[src/rtl/core/ttsc_pkg.sv]
// shared constants, item types, divider request types and sequencer states of the tap tempo clock
`default_nettype none

package ttsc_pkg;

  localparam int unsigned STEPS_PER_BAR   = 16;
  localparam int unsigned TAPS_TO_AVERAGE = 4;

  // steps per quarter of the sequence
  localparam int unsigned BAR_LEN  = STEPS_PER_BAR / 4;
  localparam int unsigned STEP_W   = $clog2(STEPS_PER_BAR);
  localparam int unsigned POS_W    = (BAR_LEN > 1) ? $clog2(BAR_LEN) : 1;
  localparam int unsigned TC_W     = $clog2(TAPS_TO_AVERAGE + 1);
  localparam int unsigned IDX_W    = $clog2(TAPS_TO_AVERAGE);
  localparam bit          TAPS_POW2 = ((1 << IDX_W) == TAPS_TO_AVERAGE);
  localparam int unsigned SUM_W    = 16 + IDX_W;

  // shared divider
  localparam int unsigned DIV_W  = 36;
  localparam int unsigned DVS_W  = 16;
  localparam int unsigned ITER_W = $clog2(DIV_W + 1);

  localparam int unsigned BPM_NUM   = 60000;
  localparam int unsigned RESET_BPM = 120;

  // 960000 * 2^16 / STEPS_PER_BAR, divided by bpm gives the Q16 step period
  localparam logic [DIV_W-1:0] PER_NUM = DIV_W'((64'd960000 << 16) / STEPS_PER_BAR);
  localparam logic [DIV_W-1:0] RESET_Q =
    DIV_W'(((64'd960000 << 16) / STEPS_PER_BAR) / RESET_BPM);

  // configuration register indexes
  localparam int unsigned CFG_IDX_W = 2;
  localparam logic [CFG_IDX_W-1:0] CFG_EXT_SYNC    = 2'd0;
  localparam logic [CFG_IDX_W-1:0] CFG_INITIAL_BPM = 2'd1;
  localparam logic [CFG_IDX_W-1:0] CFG_TAP_TIMEOUT = 2'd2;

  typedef struct packed {
    logic [31:0] now_ms;
    logic        tap;
    logic        restart;
  } in_item_t;

  typedef struct packed {
    logic [3:0]  step_index;
    logic [1:0]  bar_index;
    logic [15:0] tempo_bpm;
    logic        step_advanced;
  } out_item_t;

  typedef struct packed {
    logic              start;
    logic [DIV_W-1:0]  dividend;
    logic [DVS_W-1:0]  divisor;
    logic [ITER_W-1:0] iters;
  } div_req_t;

  typedef struct packed {
    logic             done;
    logic [DIV_W-1:0] quot;
  } div_rsp_t;

  typedef enum logic [3:0] {
    ST_IDLE,
    ST_TAP,
    ST_SUM,
    ST_AVG_DIV,
    ST_BPM,
    ST_BPM_DIV,
    ST_PERIOD,
    ST_RESTART,
    ST_STEP
  } state_e;

endpackage

`default_nettype wire

[src/rtl/core/ttsc_div.sv]
// shared restoring divider, one quotient bit per cycle
`default_nettype none

module ttsc_div
  import ttsc_pkg::*;
(
  input  wire logic     clk_i,
  input  wire logic     rst_ni,
  input  wire div_req_t req_i,
  output div_rsp_t      rsp_o
);

  logic [DIV_W-1:0]  dvd_q, dvd_d;
  logic [DVS_W-1:0]  rem_q, rem_d;
  logic [DVS_W-1:0]  dvs_q, dvs_d;
  logic [ITER_W-1:0] cnt_q, cnt_d;
  logic              busy_q, busy_d;
  logic              done_q, done_d;
  logic [DVS_W:0]    shifted;
  logic [DVS_W:0]    trial;
  logic              fits;

  // dividend arrives left aligned, so once iters quotient bits have shifted in the quotient sits in dvd_q
  assign shifted = {rem_q, dvd_q[DIV_W-1]};
  assign trial   = shifted - {1'b0, dvs_q};
  assign fits    = (shifted >= {1'b0, dvs_q});

  always_comb begin
    dvd_d  = dvd_q;
    rem_d  = rem_q;
    dvs_d  = dvs_q;
    cnt_d  = cnt_q;
    busy_d = busy_q;
    done_d = 1'b0;
    if (req_i.start) begin
      dvd_d  = req_i.dividend;
      rem_d  = '0;
      dvs_d  = req_i.divisor;
      cnt_d  = req_i.iters;
      busy_d = 1'b1;
    end else if (busy_q) begin
      dvd_d = {dvd_q[DIV_W-2:0], fits};
      rem_d = fits ? trial[DVS_W-1:0] : shifted[DVS_W-1:0];
      cnt_d = cnt_q - 1'b1;
      if (cnt_q == ITER_W'(1)) begin
        busy_d = 1'b0;
        done_d = 1'b1;
      end
    end
  end

  always_ff @(posedge clk_i or negedge rst_ni) begin
    if (!rst_ni) begin
      busy_q <= 1'b0;
      done_q <= 1'b0;
      cnt_q  <= '0;
    end else begin
      busy_q <= busy_d;
      done_q <= done_d;
      cnt_q  <= cnt_d;
    end
  end

  always_ff @(posedge clk_i) begin
    dvd_q <= dvd_d;
    rem_q <= rem_d;
    dvs_q <= dvs_d;
  end

  assign rsp_o.done = done_q;
  assign rsp_o.quot = dvd_q;

endmodule

`default_nettype wire

[src/rtl/core/tap_tempo_step_clock.sv]
// top level of the tap tempo step clock: sequencer, tempo and step state, output register
`default_nettype none

// Tap tempo step clock. Each input item carries a millisecond timestamp, a tap
// flag and a restart flag; each item yields exactly one result item with the
// step, the quarter of the sequence, the tempo and whether the step advanced.
// An ordinary item passes from its acceptance through a tap check (for a tap
// while ext_sync is off), an optional restart and a step check. The item that
// completes a tap series also passes through the summing and division states:
// the stored intervals are summed one per cycle, then the one shared bit-serial
// divider computes 60000/average and the Q16 step period, one quotient bit per
// cycle, and hands each quotient back through a registered done flag. Writing
// initial_bpm starts the same period division, and no item is accepted until it
// ends. A finished result waits in an output register while the next item is
// taken; the step check of that next item stalls while the register is full and
// out_ready_i is low.
module tap_tempo_step_clock_core
  import ttsc_pkg::*;
(
  input  wire logic                 clk_i,
  input  wire logic                 rst_ni,
  input  wire logic                 in_valid_i,
  output logic                      in_ready_o,
  input  wire in_item_t             in_item_i,
  output logic                      out_valid_o,
  input  wire logic                 out_ready_i,
  output out_item_t                 out_item_o,
  input  wire logic                 cfg_we_i,
  input  wire logic [CFG_IDX_W-1:0] cfg_idx_i,
  input  wire logic [15:0]          cfg_data_i
);

  state_e state_q, state_d;

  // configuration
  logic        ext_sync_q, ext_sync_d;
  logic [15:0] timeout_q, timeout_d;

  // clock state
  logic [STEP_W-1:0] step_q, step_d;
  logic [POS_W-1:0]  pos_q, pos_d;
  logic [1:0]        bar_q, bar_d;
  logic [31:0]       nst_q, nst_d;
  logic [15:0]       nsf_q, nsf_d;
  logic [31:0]       last_tap_q, last_tap_d;
  logic [TC_W-1:0]   tap_cnt_q, tap_cnt_d;
  logic [15:0]       tempo_q, tempo_d;
  logic [19:0]       pwhole_q, pwhole_d;
  logic [15:0]       pfrac_q, pfrac_d;
  logic              per_item_q, per_item_d;
  logic              out_valid_q, out_valid_d;

  // payload
  logic [15:0]       ivl_q [TAPS_TO_AVERAGE];
  logic              ivl_we;
  logic [IDX_W-1:0]  ivl_idx;
  logic [15:0]       ivl_val;
  logic [31:0]       now_q, now_d;
  logic              restart_q, restart_d;
  logic [SUM_W-1:0]  sum_q, sum_d;
  logic [IDX_W-1:0]  sum_idx_q, sum_idx_d;
  logic [15:0]       avg_q, avg_d;
  out_item_t         out_q, out_d;

  logic [31:0]       tap_gap;
  logic              tap_break;
  logic [31:0]       step_gap;
  logic [16:0]       frac_acc;
  logic              out_free;
  logic              cfg_bpm_wr;
  logic [9:0]        cfg_bpm;
  logic [TC_W-1:0]   tap_cnt_inc;
  div_req_t          div_req;
  div_rsp_t          div_rsp;

  ttsc_div u_div (
    .clk_i  (clk_i),
    .rst_ni (rst_ni),
    .req_i  (div_req),
    .rsp_o  (div_rsp)
  );

  // signed gaps so compares survive the wrap of the ms counter
  assign tap_gap     = now_q - last_tap_q;
  assign tap_break   = tap_gap[31] || (tap_gap > {16'b0, timeout_q});
  assign step_gap    = now_q - nst_q;
  assign frac_acc    = {1'b0, nsf_q} + {1'b0, pfrac_q};
  assign out_free    = !out_valid_q || out_ready_i;
  assign cfg_bpm_wr  = cfg_we_i && (cfg_idx_i == CFG_INITIAL_BPM);
  assign cfg_bpm     = (cfg_data_i[9:0] == 10'd0) ? 10'd1 : cfg_data_i[9:0];
  assign tap_cnt_inc = tap_cnt_q + 1'b1;

  assign in_ready_o = (state_q == ST_IDLE) && !cfg_bpm_wr;

  always_comb begin
    state_d     = state_q;
    ext_sync_d  = ext_sync_q;
    timeout_d   = timeout_q;
    step_d      = step_q;
    pos_d       = pos_q;
    bar_d       = bar_q;
    nst_d       = nst_q;
    nsf_d       = nsf_q;
    last_tap_d  = last_tap_q;
    tap_cnt_d   = tap_cnt_q;
    tempo_d     = tempo_q;
    pwhole_d    = pwhole_q;
    pfrac_d     = pfrac_q;
    per_item_d  = per_item_q;
    out_valid_d = out_valid_q && !out_ready_i;
    now_d       = now_q;
    restart_d   = restart_q;
    sum_d       = sum_q;
    sum_idx_d   = sum_idx_q;
    avg_d       = avg_q;
    out_d       = out_q;
    ivl_we      = 1'b0;
    ivl_idx     = tap_cnt_q[IDX_W-1:0];
    ivl_val     = tap_gap[15:0];
    div_req     = '0;

    case (state_q)
      ST_IDLE: begin
        if (in_valid_i && in_ready_o) begin
          now_d     = in_item_i.now_ms;
          restart_d = in_item_i.restart;
          if (in_item_i.tap && !ext_sync_q) begin
            state_d = ST_TAP;
          end else if (in_item_i.restart) begin
            state_d = ST_RESTART;
          end else begin
            state_d = ST_STEP;
          end
        end
      end

      ST_TAP: begin
        last_tap_d = now_q;
        state_d    = restart_q ? ST_RESTART : ST_STEP;
        if (tap_break) begin
          tap_cnt_d = '0;
        end else begin
          ivl_we = 1'b1;
          if (tap_cnt_inc == TC_W'(TAPS_TO_AVERAGE)) begin
            // series complete
            tap_cnt_d = '0;
            sum_d     = '0;
            sum_idx_d = '0;
            state_d   = ST_SUM;
          end else begin
            tap_cnt_d = tap_cnt_inc;
          end
        end
      end

      ST_SUM: begin
        sum_d     = sum_q + SUM_W'(ivl_q[sum_idx_q]);
        sum_idx_d = sum_idx_q + 1'b1;
        if (sum_idx_q == IDX_W'(TAPS_TO_AVERAGE - 1)) begin
          if (TAPS_POW2) begin
            avg_d   = 16'(sum_d >> IDX_W);
            state_d = ST_BPM;
          end else begin
            div_req.start    = 1'b1;
            div_req.dividend = DIV_W'(sum_d) << (DIV_W - SUM_W);
            div_req.divisor  = DVS_W'(TAPS_TO_AVERAGE);
            div_req.iters    = ITER_W'(SUM_W);
            state_d          = ST_AVG_DIV;
          end
        end
      end

      ST_AVG_DIV: begin
        if (div_rsp.done) begin
          avg_d   = div_rsp.quot[15:0];
          state_d = ST_BPM;
        end
      end

      ST_BPM: begin
        if (avg_q == 16'd0) begin
          state_d = restart_q ? ST_RESTART : ST_STEP;
        end else begin
          div_req.start    = 1'b1;
          div_req.dividend = DIV_W'(BPM_NUM) << (DIV_W - 16);
          div_req.divisor  = avg_q;
          div_req.iters    = ITER_W'(16);
          state_d          = ST_BPM_DIV;
        end
      end

      ST_BPM_DIV: begin
        if (div_rsp.done) begin
          if (div_rsp.quot[15:0] == 16'd0) begin
            // average above 60000 ms gives no tempo
            state_d = restart_q ? ST_RESTART : ST_STEP;
          end else begin
            tempo_d          = div_rsp.quot[15:0];
            div_req.start    = 1'b1;
            div_req.dividend = PER_NUM;
            div_req.divisor  = div_rsp.quot[15:0];
            div_req.iters    = ITER_W'(DIV_W);
            per_item_d       = 1'b1;
            state_d          = ST_PERIOD;
          end
        end
      end

      ST_PERIOD: begin
        if (div_rsp.done) begin
          pwhole_d = div_rsp.quot[35:16];
          pfrac_d  = div_rsp.quot[15:0];
          if (per_item_q) begin
            state_d = restart_q ? ST_RESTART : ST_STEP;
          end else begin
            state_d = ST_IDLE;
          end
        end
      end

      ST_RESTART: begin
        step_d  = '0;
        pos_d   = '0;
        bar_d   = '0;
        nst_d   = now_q + 32'(pwhole_q);
        state_d = ST_STEP;
      end

      ST_STEP: begin
        if (out_free) begin
          if (!step_gap[31]) begin
            nsf_d = frac_acc[15:0];
            nst_d = nst_q + 32'(pwhole_q) + 32'(frac_acc[16]);
            if (step_q == STEP_W'(STEPS_PER_BAR - 1)) begin
              step_d = '0;
              pos_d  = '0;
              bar_d  = '0;
            end else begin
              step_d = step_q + 1'b1;
              if (pos_q == POS_W'(BAR_LEN - 1)) begin
                pos_d = '0;
                bar_d = bar_q + 1'b1;
              end else begin
                pos_d = pos_q + 1'b1;
              end
            end
          end
          out_d.step_index    = 4'(step_d);
          out_d.bar_index     = bar_d;
          out_d.tempo_bpm     = tempo_q;
          out_d.step_advanced = !step_gap[31];
          out_valid_d         = 1'b1;
          state_d             = ST_IDLE;
        end
      end

      default: begin
        state_d = ST_IDLE;
      end
    endcase

    // the user must make configuration writes only while no item is in flight; the block does not enforce this
    if (cfg_we_i) begin
      case (cfg_idx_i)
        CFG_EXT_SYNC: begin
          ext_sync_d = cfg_data_i[0];
        end
        CFG_INITIAL_BPM: begin
          tempo_d          = 16'(cfg_bpm);
          div_req.start    = 1'b1;
          div_req.dividend = PER_NUM;
          div_req.divisor  = DVS_W'(cfg_bpm);
          div_req.iters    = ITER_W'(DIV_W);
          per_item_d       = 1'b0;
          state_d          = ST_PERIOD;
        end
        CFG_TAP_TIMEOUT: begin
          timeout_d = cfg_data_i;
        end
        default: begin
        end
      endcase
    end
  end

  always_ff @(posedge clk_i or negedge rst_ni) begin
    if (!rst_ni) begin
      state_q     <= ST_IDLE;
      ext_sync_q  <= 1'b0;
      timeout_q   <= 16'd2000;
      step_q      <= '0;
      pos_q       <= '0;
      bar_q       <= '0;
      nst_q       <= '0;
      nsf_q       <= '0;
      last_tap_q  <= '0;
      tap_cnt_q   <= '0;
      tempo_q     <= 16'(RESET_BPM);
      pwhole_q    <= RESET_Q[35:16];
      pfrac_q     <= RESET_Q[15:0];
      per_item_q  <= 1'b0;
      out_valid_q <= 1'b0;
    end else begin
      state_q     <= state_d;
      ext_sync_q  <= ext_sync_d;
      timeout_q   <= timeout_d;
      step_q      <= step_d;
      pos_q       <= pos_d;
      bar_q       <= bar_d;
      nst_q       <= nst_d;
      nsf_q       <= nsf_d;
      last_tap_q  <= last_tap_d;
      tap_cnt_q   <= tap_cnt_d;
      tempo_q     <= tempo_d;
      pwhole_q    <= pwhole_d;
      pfrac_q     <= pfrac_d;
      per_item_q  <= per_item_d;
      out_valid_q <= out_valid_d;
    end
  end

  always_ff @(posedge clk_i) begin
    now_q     <= now_d;
    restart_q <= restart_d;
    sum_q     <= sum_d;
    sum_idx_q <= sum_idx_d;
    avg_q     <= avg_d;
    out_q     <= out_d;
    if (ivl_we) begin
      ivl_q[ivl_idx] <= ivl_val;
    end
  end

  assign out_valid_o = out_valid_q;
  assign out_item_o  = out_q;

endmodule

`default_nettype wire
[config.mk]
export PLATFORM = sky130hd
export DESIGN_NAME = tap_tempo_step_clock_core
export DESIGN_NICKNAME = d
export VERILOG_FILES = /design/src/rtl/core/ttsc_pkg.sv /design/src/rtl/core/ttsc_div.sv /design/src/rtl/core/tap_tempo_step_clock.sv
export SDC_FILE = /design/constraint.sdc
export NUM_CORES = 1
export LEC_CHECK = 0
export ABC_AREA = 1
export BUFFER_PORTS_ARGS = -buffer_cell sky130_fd_sc_hd__buf_2
export CAP_MARGIN = 10
export CORE_ASPECT_RATIO = 0.5
export CORE_MARGIN = 2
export CORE_UTILIZATION = 55
export DETAILED_ROUTE_END_ITERATION = 16
export PLACE_DENSITY = 0.72
export SLEW_MARGIN = 5
export SYNTH_ARGS = -nofsm -noshare
export SYNTH_HDL_FRONTEND = slang
export SYNTH_SLANG_ARGS = --single-unit
[constraint.sdc]
create_clock -name clk_i -period 9.9 [get_ports clk_i]
set_input_delay 0.495 -clock clk_i [delete_from_list [all_inputs] [get_ports clk_i]]
set_output_delay 0.495 -clock clk_i [all_outputs]
set_load 0.05 [all_outputs]
After elaboration in Yosys (flattened, before gate mapping)
Memory sizes are Yosys's and may differ from the RTL's. A register that Yosys moved wholly into a read port is not among the register bits.
Cells that the tools add are included.

cells by class
  magnitude comparators = 2
  add/subtract/negate cells = 14
  multipliers = 0
  bitwise operators = 1
  eq/ne operators = 21
  div/mod/pow operators = 0
  shift-type cells = 0
  mux-type cells = 80
  reduce and logical (&&, ||, !) cells = 31

operators with widths
  kind                number
  $mux 59             5
  $mux 16             8
  $pmux 59 s2         1
  $mux 4              19
  $mux 36             2
  $add 32x20->32      2
  $mux 32             2
  $pmux 32 s2         1
  $sub 32x32->32      2
  $mux 18             2
  $pmux 18 s2         1
  $pmux 4 s9          1
  $add 32x1->32       1
  $gt 32x16->1        1
  $logic_not 16->1    2
  $pmux 16 s2         1
  $mux 2              11
  $add 18x16->18      1
  $add 16x16->17      1
  $ge 17x16->1        1
  $mux 1              17
  $eq 4x3->1 const B  4
  $sub 16x16->16      1
  $mux 6              2
  27 further kinds    60

storage, ports and cells
  memory bits (writable) = 64
  memories = 1
  bits in latches = 0
  bits in registers = 334
  output and inout bits = 25
  input port bits = 57
  logic and storage cells = 180
  memory bits (read-only) = 0

memory list
  memory  depth  bits a word  rd ports  clocked after memory_dff  wr ports  RTL line                    text
  ivl_q   4      16           1         1                         1         tap_tempo_step_clock.sv:54  logic [15:0] ivl_q [TAPS_TO_AVERAGE];

Longest topological paths before layout
Gate-level depths: netlist of the first run.

  depth after elaboration = 9
  depth in mapped cells = 27

By module
A second synthesis of the first run with hierarchy kept.

unflattened totals
  cells, all modules = 3128
  area total of the unflattened synthesis = 25004.0 um2

by module, submodules not included
  module                     times used  seq. area each (um2)  area an instance (um2)  cells each
  tap_tempo_step_clock_core  1           8898.5                20696.1                 2582
  ttsc_div                   1           2082.0                4307.9                  546

Least setup slack after synthesis of the first run
No wires, ideal clock.

  path kind = register to register
  from = reg now_q[0]
  to = mem ivl_q[0][0], enable pin
  required time = 9.511 ns
  path buffers = 0
  arrival time = 3.571 ns
  library setup time = 0.389 ns
  stages on the path, launching flop included = 24
  setup slack = 5.941 ns
  cells stage by stage = edfxtp_1 -> inv_2 -> ha_1 -> inv_1 -> fa_1 -> nand2_1 -> nand3_1 -> nand3_1 -> nand2_2 -> nand2_1 -> nand2_1 -> xor2_1 -> ha_1 -> nand3_1 -> nand2_1 -> a21oi_1 -> a21oi_1 -> inv_1 -> nand2_1 -> nor3_1 -> nand3_1 -> nor2_1 -> nand4_1 -> nor2_1

on the way
  word-level cells in the longest chain between the ends = 7

ends and longest elaborated chain
  what                          RTL line                     text
  start, declared               tap_tempo_step_clock.sv:58   logic [31:0] now_q, now_d;
  start signal, assigned        tap_tempo_step_clock.sv:323  now_q <= now_d;
  $sub 32x32->32                tap_tempo_step_clock.sv:84   assign tap_gap = now_q - last_tap_q;
  named net tap_gap[10]         tap_tempo_step_clock.sv:65   logic [31:0] tap_gap;
  $gt 32x16->1                  tap_tempo_step_clock.sv:85   assign tap_break = tap_gap[31] || (tap_gap > {16'b0, timeout_q});
  $logic_or 1x1->1              tap_tempo_step_clock.sv:85
  $mux 1                        tap_tempo_step_clock.sv:140  if (tap_break) begin
  $mux 1                        tap_tempo_step_clock.sv:122  case (state_q)
  $mux 1                        tap_tempo_step_clock.sv:329  if (ivl_we) begin
  $mux 1 (implied by the code)  tap_tempo_step_clock.sv:330  ivl_q[ivl_idx] <= ivl_val;
  end, declared                 tap_tempo_step_clock.sv:54

The timed path passes the listed nets, and every way through them passes these cells.

Final worst setup path of the first run
  from = reg nsf_q[0]
  to = reg nst_q[26]

on the way
  word-level cells in the longest chain between the ends = 5

ends and longest elaborated chain
  what                    RTL line                     text
  start, declared         tap_tempo_step_clock.sv:44   logic [15:0] nsf_q, nsf_d;
  start signal, assigned  tap_tempo_step_clock.sv:311  nsf_q <= nsf_d;
  $add 16x16->17          tap_tempo_step_clock.sv:87   assign frac_acc = {1'b0, nsf_q} + {1'b0, pfrac_q};
  $add 32x1->32           tap_tempo_step_clock.sv:233  nst_d = nst_q + 32'(pwhole_q) + 32'(frac_acc[16]);
  $mux 32                 tap_tempo_step_clock.sv:231  if (!step_gap[31]) begin
  $mux 32                 tap_tempo_step_clock.sv:230  if (out_free) begin
  $pmux 32 s2             tap_tempo_step_clock.sv:122
  end signal, assigned    tap_tempo_step_clock.sv:310  nst_q <= nst_d;
  end, declared           tap_tempo_step_clock.sv:43   logic [31:0] nst_q, nst_d;

No other way between the ends. The select of a mux whose other input is x is not followed.
A chain may end at the register's enable or synchronous reset.

==> results of run 1 <==
-- flip-flops by register name, summed over array words and instances, names as in the netlist, 18 cells and up, named ones only --
register and flops:
ivl_q 64, u_div.dvd_q 36, last_tap_q 32, now_q 32, nst_q 32, out_item_o 23
pwhole_q 20, sum_q 18
-- timing repair --
action,4_1_cts,5_1_grt
hold endpoints to repair,55,0
gates resized for setup,0,0
hold buffers,1,0
-- logic make-up (layout without fill, tap and decap cells) --
kind of cell / Yosys count / count (layout) / synth area share
AOI/OAI and AO/OA: 596 / 596 / 0.133
DFF: 400 / 400 / 0.451
adders and majority gates: 182 / 182 / 0.0956
and+or+nand+nor: 1219 / 1219 / 0.213
buffers and inverters: 492 / 587 / 0.0788
muxes: 2 / 2 / 0.000873
xor gates and xnor gates: 78 / 78 / 0.0280
-- cell usage after synthesis, types with 5 or more instances --
cell type,instances,area [um^2]
nand2_2,23,144
o21a_1,12,90.1
dfstp_2,16,420
buf_2,14,70.1
nor4_1,7,43.8
ha_1,175,2190
fa_1,7,140
o21ai_0,256,1280
edfxtp_1,208,6250
nand3_2,5,50.1
o31ai_1,5,37.5
buf_4,5,37.5
nor2_1,201,754
buf_6,5,56.3
inv_1,400,1500
a21o_1,9,67.6
o211ai_1,9,67.6
inv_2,18,67.6
dfrtp_1,158,3950
a21oi_1,198,991
a211oi_1,6,45.0
nor2_4,5,56.3
clkbuf_1,45,169
nand3_1,137,686
nor3_1,22,110
nand2_1,741,2780
nor2_2,13,81.3
a21boi_0,6,45.0
nand4_1,33,206
o21ai_1,28,140
o22ai_1,27,169
dfxtp_1,18,360
xnor2_1,32,280
nand3b_1,5,37.5
a31oi_1,11,68.8
o311ai_0,6,52.6
o21bai_1,9,67.6
xor2_1,46,403
-- area by class of cell --
cell class | count | share of cell area
multi-input cells | 2077 | 0.433
flip-flops and latches | 400 | 0.415
inverters | 422 | 0.0598
clock buffers | 55 | 0.0391
well taps | 588 | 0.0278
repair buffers | 95 | 0.0197
clock inverters | 15 | 0.00610
-- layer usage --
metal,GRT usage,vias to the layer above,part of all wire
li1,-,10000,-
met1,0.412,9538,0.46
met2,0.445,661,0.44
met3,0.0382,100,0.070
met4,0.0674,2,0.024
met5,0,-,0.00020
-- cells in the final DEF (no fill, tap or decap), types with 18 or more instances in the layout --
cell type,netlist,layout
a21oi_1,198,198
buf_2,14,80
clkbuf_16,0,39
dfrtp_1,158,158
dfxtp_1,18,18
edfxtp_1,208,208
ha_1,175,175
inv_1,400,400
inv_2,18,18
nand2_1,741,740
nand2_2,23,24
nand3_1,137,137
nand4_1,33,33
nor2_1,201,201
nor3_1,22,22
o21ai_0,256,256
o21ai_1,28,28
o22ai_1,27,27
xnor2_1,32,32
xor2_1,46,46
-- path summary, 6_finish.rpt --
kind | from | to | cells after the start
max in group asynchronous | rst_ni | tempo_q[10]$_DFF_PN0_ | 4
min | in_item_i[17] | now_q[15]$_DFFE_PP_ | 1
min reg2reg | tempo_q[15]$_DFF_PN0_ | out_item_o[16]$_DFFE_PP_ | 0
max reg2reg | nsf_q[0]$_DFFE_PN0P_ | nst_q[26]$_DFFE_PN0P_ | 25
max | nsf_q[0]$_DFFE_PN0P_ | nst_q[26]$_DFFE_PN0P_ | 25
min in group asynchronous | rst_ni | nst_q[17]$_DFFE_PN0P_ | 2
-- power by group --
group | internal [uW] | switching [uW] | total [uW]
registers | 2410 | 350 | 2760
clock network | 794 | 672 | 1470
logic | 1450 | 2890 | 4340
total | 4660 | 3910 | 8570
-- per-stage QoR --
step                      worst slack (ns)   util  instances
after floorplan                       5.94      -       2969
after global placement                5.17  0.579       3581
after detailed placement              5.05  0.579       3581
after CTS                             5.00  0.607       3652
after global routing                  4.57  0.607       3652
final                                 4.99  0.607       3652
==> results.md, run 1 <==
* Yosys reg bits at 400
* Crit Path Max Fanout at 6
* Gr ovfl total at 0
* Reg clk slew, reported paths at 0.06 ns
* Post-CTS setup repair buffer count at 0
* FF/Latch Area at 11000 um^2
* Initial Utilization at 0.558
* Clk buf depth at 3
* Crit path DAT at 5.40 ns
* DR iter-0 viols at 2021
* Final #Nets at 3273
* Hold Vio Cnt, Final at 0
* Mapped cell area at 24400 um^2
* Drt wl/cell at 17.7 um
* Cell variety after synth at 64
* Total chip power at 8570 uW
* IR drop worst, VDD at 0.162 mV
* Top FF cell, synth: edfxtp_1
* Max_cap viols at 0
* IO Count at 82
* Critical Path Start Type: register
* Synth-to-layout area growth at 8.71%
* Cell mode on critical path: nand2_1
* Average cell area after synthesis at 8.20 um^2
* First-pass GRT wire length at 103 mm
* Slew headroom at 0.229
* Max incr delay on CP at 0.46 ns
* Yosys warns at 0
* H-tree depth reported by CTS at 2
* Syn Nets at 3208
* Finished layout cell area at 26500 um^2
* I/O Buffers at 81
* CTS root buffer: clkbuf_16
* Worst-skew pair later-pin latency at 0.56 ns
* ANT cells at 0
* Leak at 0.0124 uW
* Post-route ant nets at 0
* Vias in the first global route at 19000
* # DRC at 0
* Rows at 54
* Crit path time final at 4.91 ns
* EDFF count, synth at 208
* Post-synthesis cell count at 2969
* FFs w/ async S/R, synth at 0.435
* Min-Delay Path Class: in -> reg
* Max Freq at 0.204 GHz
* Critical path class: reg -> reg
* RePlAce Congestion at 0.950
* Crit end category: register
* Full die area at 46100 um^2
* Worst Path Buf+Inv at 2
* CP max-delay cell: o21ai_1
* Setup TNS at 0 ns
* Hpwl dp at 48.2 mm
* Via count at 20300
* Worst Tran Pin Value at 1.15 ns
* Placeable Area at 43600 um^2
* Period Utilization, post-route at 0.496
* Unrepaired setup endpoints after global routing: no
* Fraction of layout cells with a size suffix above 1 at 0.0800
* Register area share after synthesis at 0.451
* Die Span X at 302 um
* CTS tree: built
* # setup viols final at 0
* Worst path required time at 10.40 ns
* Total Routing Usage GR at 0.282
* Fillers at 3893
* Status: completed
* CP top delay family: simple AND/OR/NAND/NOR gates
* DR pass1 iterations at 5
* Flop2flop setup slack at 4.99 ns
* PD cells at 324 nW/um^2
* Die H at 153 um
* Clock skew at 0.0223 ns
* Initial antenna violation count at 1
* Final hold slack at 0.103 ns
* Multi-input gate area at 11500 um^2
* Vias/cell at 5.56
* Placed inst area at 25300 um^2
* CTS Buf Count at 38
* Slew Viols, Final at 0
* Largest net degree at the start of global routing at 73
* Final wirelength at 64.8 mm
* CTS Sinks at 400
No activity file was read; power rests on OpenSTA's default activity.
==> run 2: changes to the inputs <==
==> constraint.sdc (replaced) <==
create_clock -name clk_i -period 4.9 [get_ports clk_i]
set_input_delay 0.245 -clock clk_i [delete_from_list [all_inputs] [get_ports clk_i]]
set_output_delay 0.245 -clock clk_i [all_outputs]
set_load 0.05 [all_outputs]
==> run 2 against run 1 <==
  * Power grew 110%
  * Clock-buffer cell count down 7
  * Sequential power rose by 100%
  * Combinational power increased by 110%
  * Register-to-register slack got worse by 4.7 ns
  * Sequential cell count unchanged
  * Largest cell class unchanged
==> results.md, run 2 (same netlist as run 1, synthesis figures left out) <==
* Biggest regs: ivl_q (64), u_div.dvd_q (36)
* Final #Nets at 3326 (+1.6%)
* Commonest non-fill, non-tap cell in the layout: nand2_1
* Cell mode on critical path: nand2_1
* CP max-delay cell: fa_1
* Critical Path Start Type: register
* Setup WS post-layout at 0.297 ns (-4.70 ns)
* Wire length on met1 at 29.9 mm (-0.13%)
* First-pass GRT wire length at 103 mm (+0.60%)
* # DRC at 0 (unchanged)
* Leak at 0.0127 uW (+2.5%)
* Hold Vio Cnt, Final at 0 (unchanged)
* Status: completed
* Worst Path Buf+Inv at 3 (+1)
* Min-Delay Path Class: in -> reg
* Worst path required time at 5.38 ns (-5.02 ns)
* Final wirelength at 64.9 mm (+0.14%)
* Full die area at 46100 um^2 (unchanged)
* CP top delay family: compound AO/OA/AOI/OAI gates
* Largest net degree at the start of global routing at 93 (+27%)
* # setup viols final at 0 (unchanged)
* Max incr delay on CP at 0.45 ns (about the same)
* DR iter-0 viols at 1913 (-5.3%)
* Setup TNS at 0 ns (unchanged)
* Vias/cell at 5.54 (-0.42%)
* Drt wl/cell at 17.5 um (-1.3%)
* Initial antenna violation count at 0 (-1)
* Max FFs per register at 64 (unchanged)
* Largest Register: ivl_q
* H-tree depth reported by CTS at 2 (unchanged)
* Slew Viols, Final at 0 (unchanged)
* Die H at 153 um (unchanged)
* RePlAce Congestion at 0.964 (+1.4%)
* Top sig layer: met4
* Total Routing Usage GR at 0.283 (+0.000968)
* Commonest non-fill, non-tap cells in the layout: nand2_1, inv_1, o21ai_0
* IR drop worst, VDD at 0.358 mV (+120%)
* ANT cells at 0 (unchanged)
* CTS Buf Count at 38 (unchanged)
* Post-route ant nets at 0 (unchanged)
* Initial Utilization at 0.558 (unchanged)
* Period Utilization, post-route at 0.939 (+0.444)
* Met2 WL post-DR at 28.6 mm (-0.34%)
* Reg clk slew, reported paths at 0.07 ns (about the same)
* Synth-to-layout area growth at 11.3%
* Crit path DAT at 5.08 ns (-0.32 ns)
* Critical path class: reg -> reg
* DR pass1 iterations at 6 (+1)
* Crit end category: register
* Fraction of layout cells with a size suffix above 1 at 0.0866 (+0.00666)
* CTS root buffer: clkbuf_16
* Crit path time final at 4.60 ns (-0.304 ns)
* Met3 wire len at 4.28 mm (-6.2%)
* Crit Path Max Fanout at 4 (-2)
* CTS tree: built
* Gr ovfl total at 0 (unchanged)
* Unrepaired setup endpoints after global routing: no
* Clk buf depth at 3 (unchanged)
* Worst Tran Pin Value at 1.18 ns (+0.0280 ns)
* Fillers at 3820 (-1.9%)
* Filler-free cell count of the finished design at 3705 (+1.5%)
* PD cells at 651 nW/um^2 (+100%)
* Placeable Area at 43600 um^2 (unchanged)
* CTS Sinks at 400 (unchanged)
* Worst-skew pair later-pin latency at 0.56 ns (about the same)
* Post-place setup slack at 0.375 ns (-4.68 ns)
* Rows at 54 (unchanged)
* Max Freq at 0.217 GHz (+6.6%)
* Max_cap viols at 0 (unchanged)
* Hpwl dp at 47.7 mm (-1.1%)
* Via count at 20500 (+1.0%)
* Clock skew at 0.0262 ns (+0.00393 ns)
* Vias in the first global route at 19200 (+1.1%)
* Die Span X at 302 um (unchanged)
* Slew headroom at 0.209 (-0.0193)
* Placed Cells at 3593 (+0.34%)
* I/O Buffers at 81 (unchanged)
* IO Count at 82 (unchanged)
[run 2: per-stage QoR]
| step | util | hold slack (ns) | area (um^2) | power [uW] |
|---|---|---|---|---|
| floorplan | - | -0.0506 | 24400 | 12000 |
| global placement | 0.581 | 0.345 | 25400 | 14100 |
| detailed placement | 0.581 | 0.350 | 25400 | 14400 |
| CTS | 0.620 | 0.00658 | 27100 | 17600 |
| global route | 0.621 | 0.0200 | 27100 | 19100 |
| finish | 0.621 | 0.0228 | 27100 | 17600 |
[run 2: worst paths after layout]
path,endpoint,slack [ns],cells after the start,start
worst max-delay path,nst_q[28]$_DFFE_PN0P_,0.30,26,pfrac_q[0]$_DFFE_PN0P_
worst min-delay path,timeout_q[13]$_DFFE_PN0P_,0.02,3,cfg_data_i[13]
worst max register to register,nst_q[28]$_DFFE_PN0P_,0.30,26,pfrac_q[0]$_DFFE_PN0P_
worst min register to register,out_item_o[8]$_DFFE_PP_,0.46,0,tempo_q[7]$_DFF_PN0_
max in group asynchronous,timeout_q[11]$_DFFE_PN0P_,3.42,3,rst_ni
min in group asynchronous,nst_q[23]$_DFFE_PN0P_,0.27,2,rst_ni
[run 2: timing repair]
action	4_1_cts	5_1_grt
hold buffers	41	0
buffers inserted	0	0
setup endpoints to repair	0	2
gates resized for setup	0	2
endpoints found under the hold margin	122	0
[run 2: report_power, final]
group          switching [uW]  internal [uW]  leakage (uW)  total, uW
combinational            5940           3020       0.00775       8960
sequential                646           4870       0.00432       5520
clock                    1390           1760      0.000628       3160
[run 2: layout make-up]
class                   count  area [um^2]  share of cell area
flip-flops and latches    400        11000               0.405
multi-input cells        2077        11500               0.423
inverters                 422         1580              0.0584
clock buffers              48         1060              0.0392
repair buffers            148         1030              0.0379
well taps                 588          736              0.0271
clock inverters            22          241             0.00891
[run 2: per-layer routing]
| layer | vias up | track usage |
|---|---|---|
| met1 | 9634 | 0.411 |
| met5 | - | 0 |
| met4 | 0 | 0.0842 |
| met2 | 645 | 0.443 |
| li1 | 10100 | - |
| met3 | 129 | 0.0375 |
[run 2: worst register-to-register path: cells and delay by family (launching register included)]
kind                     cells  cell delay [ns]
flip-flops                   1             0.36
adder cells (fa/ha/maj)      4             1.44
AO/OA/AOI/OAI               11             1.71
buffers and inverters        3             0.29
AND/OR/NAND/NOR              8             0.73
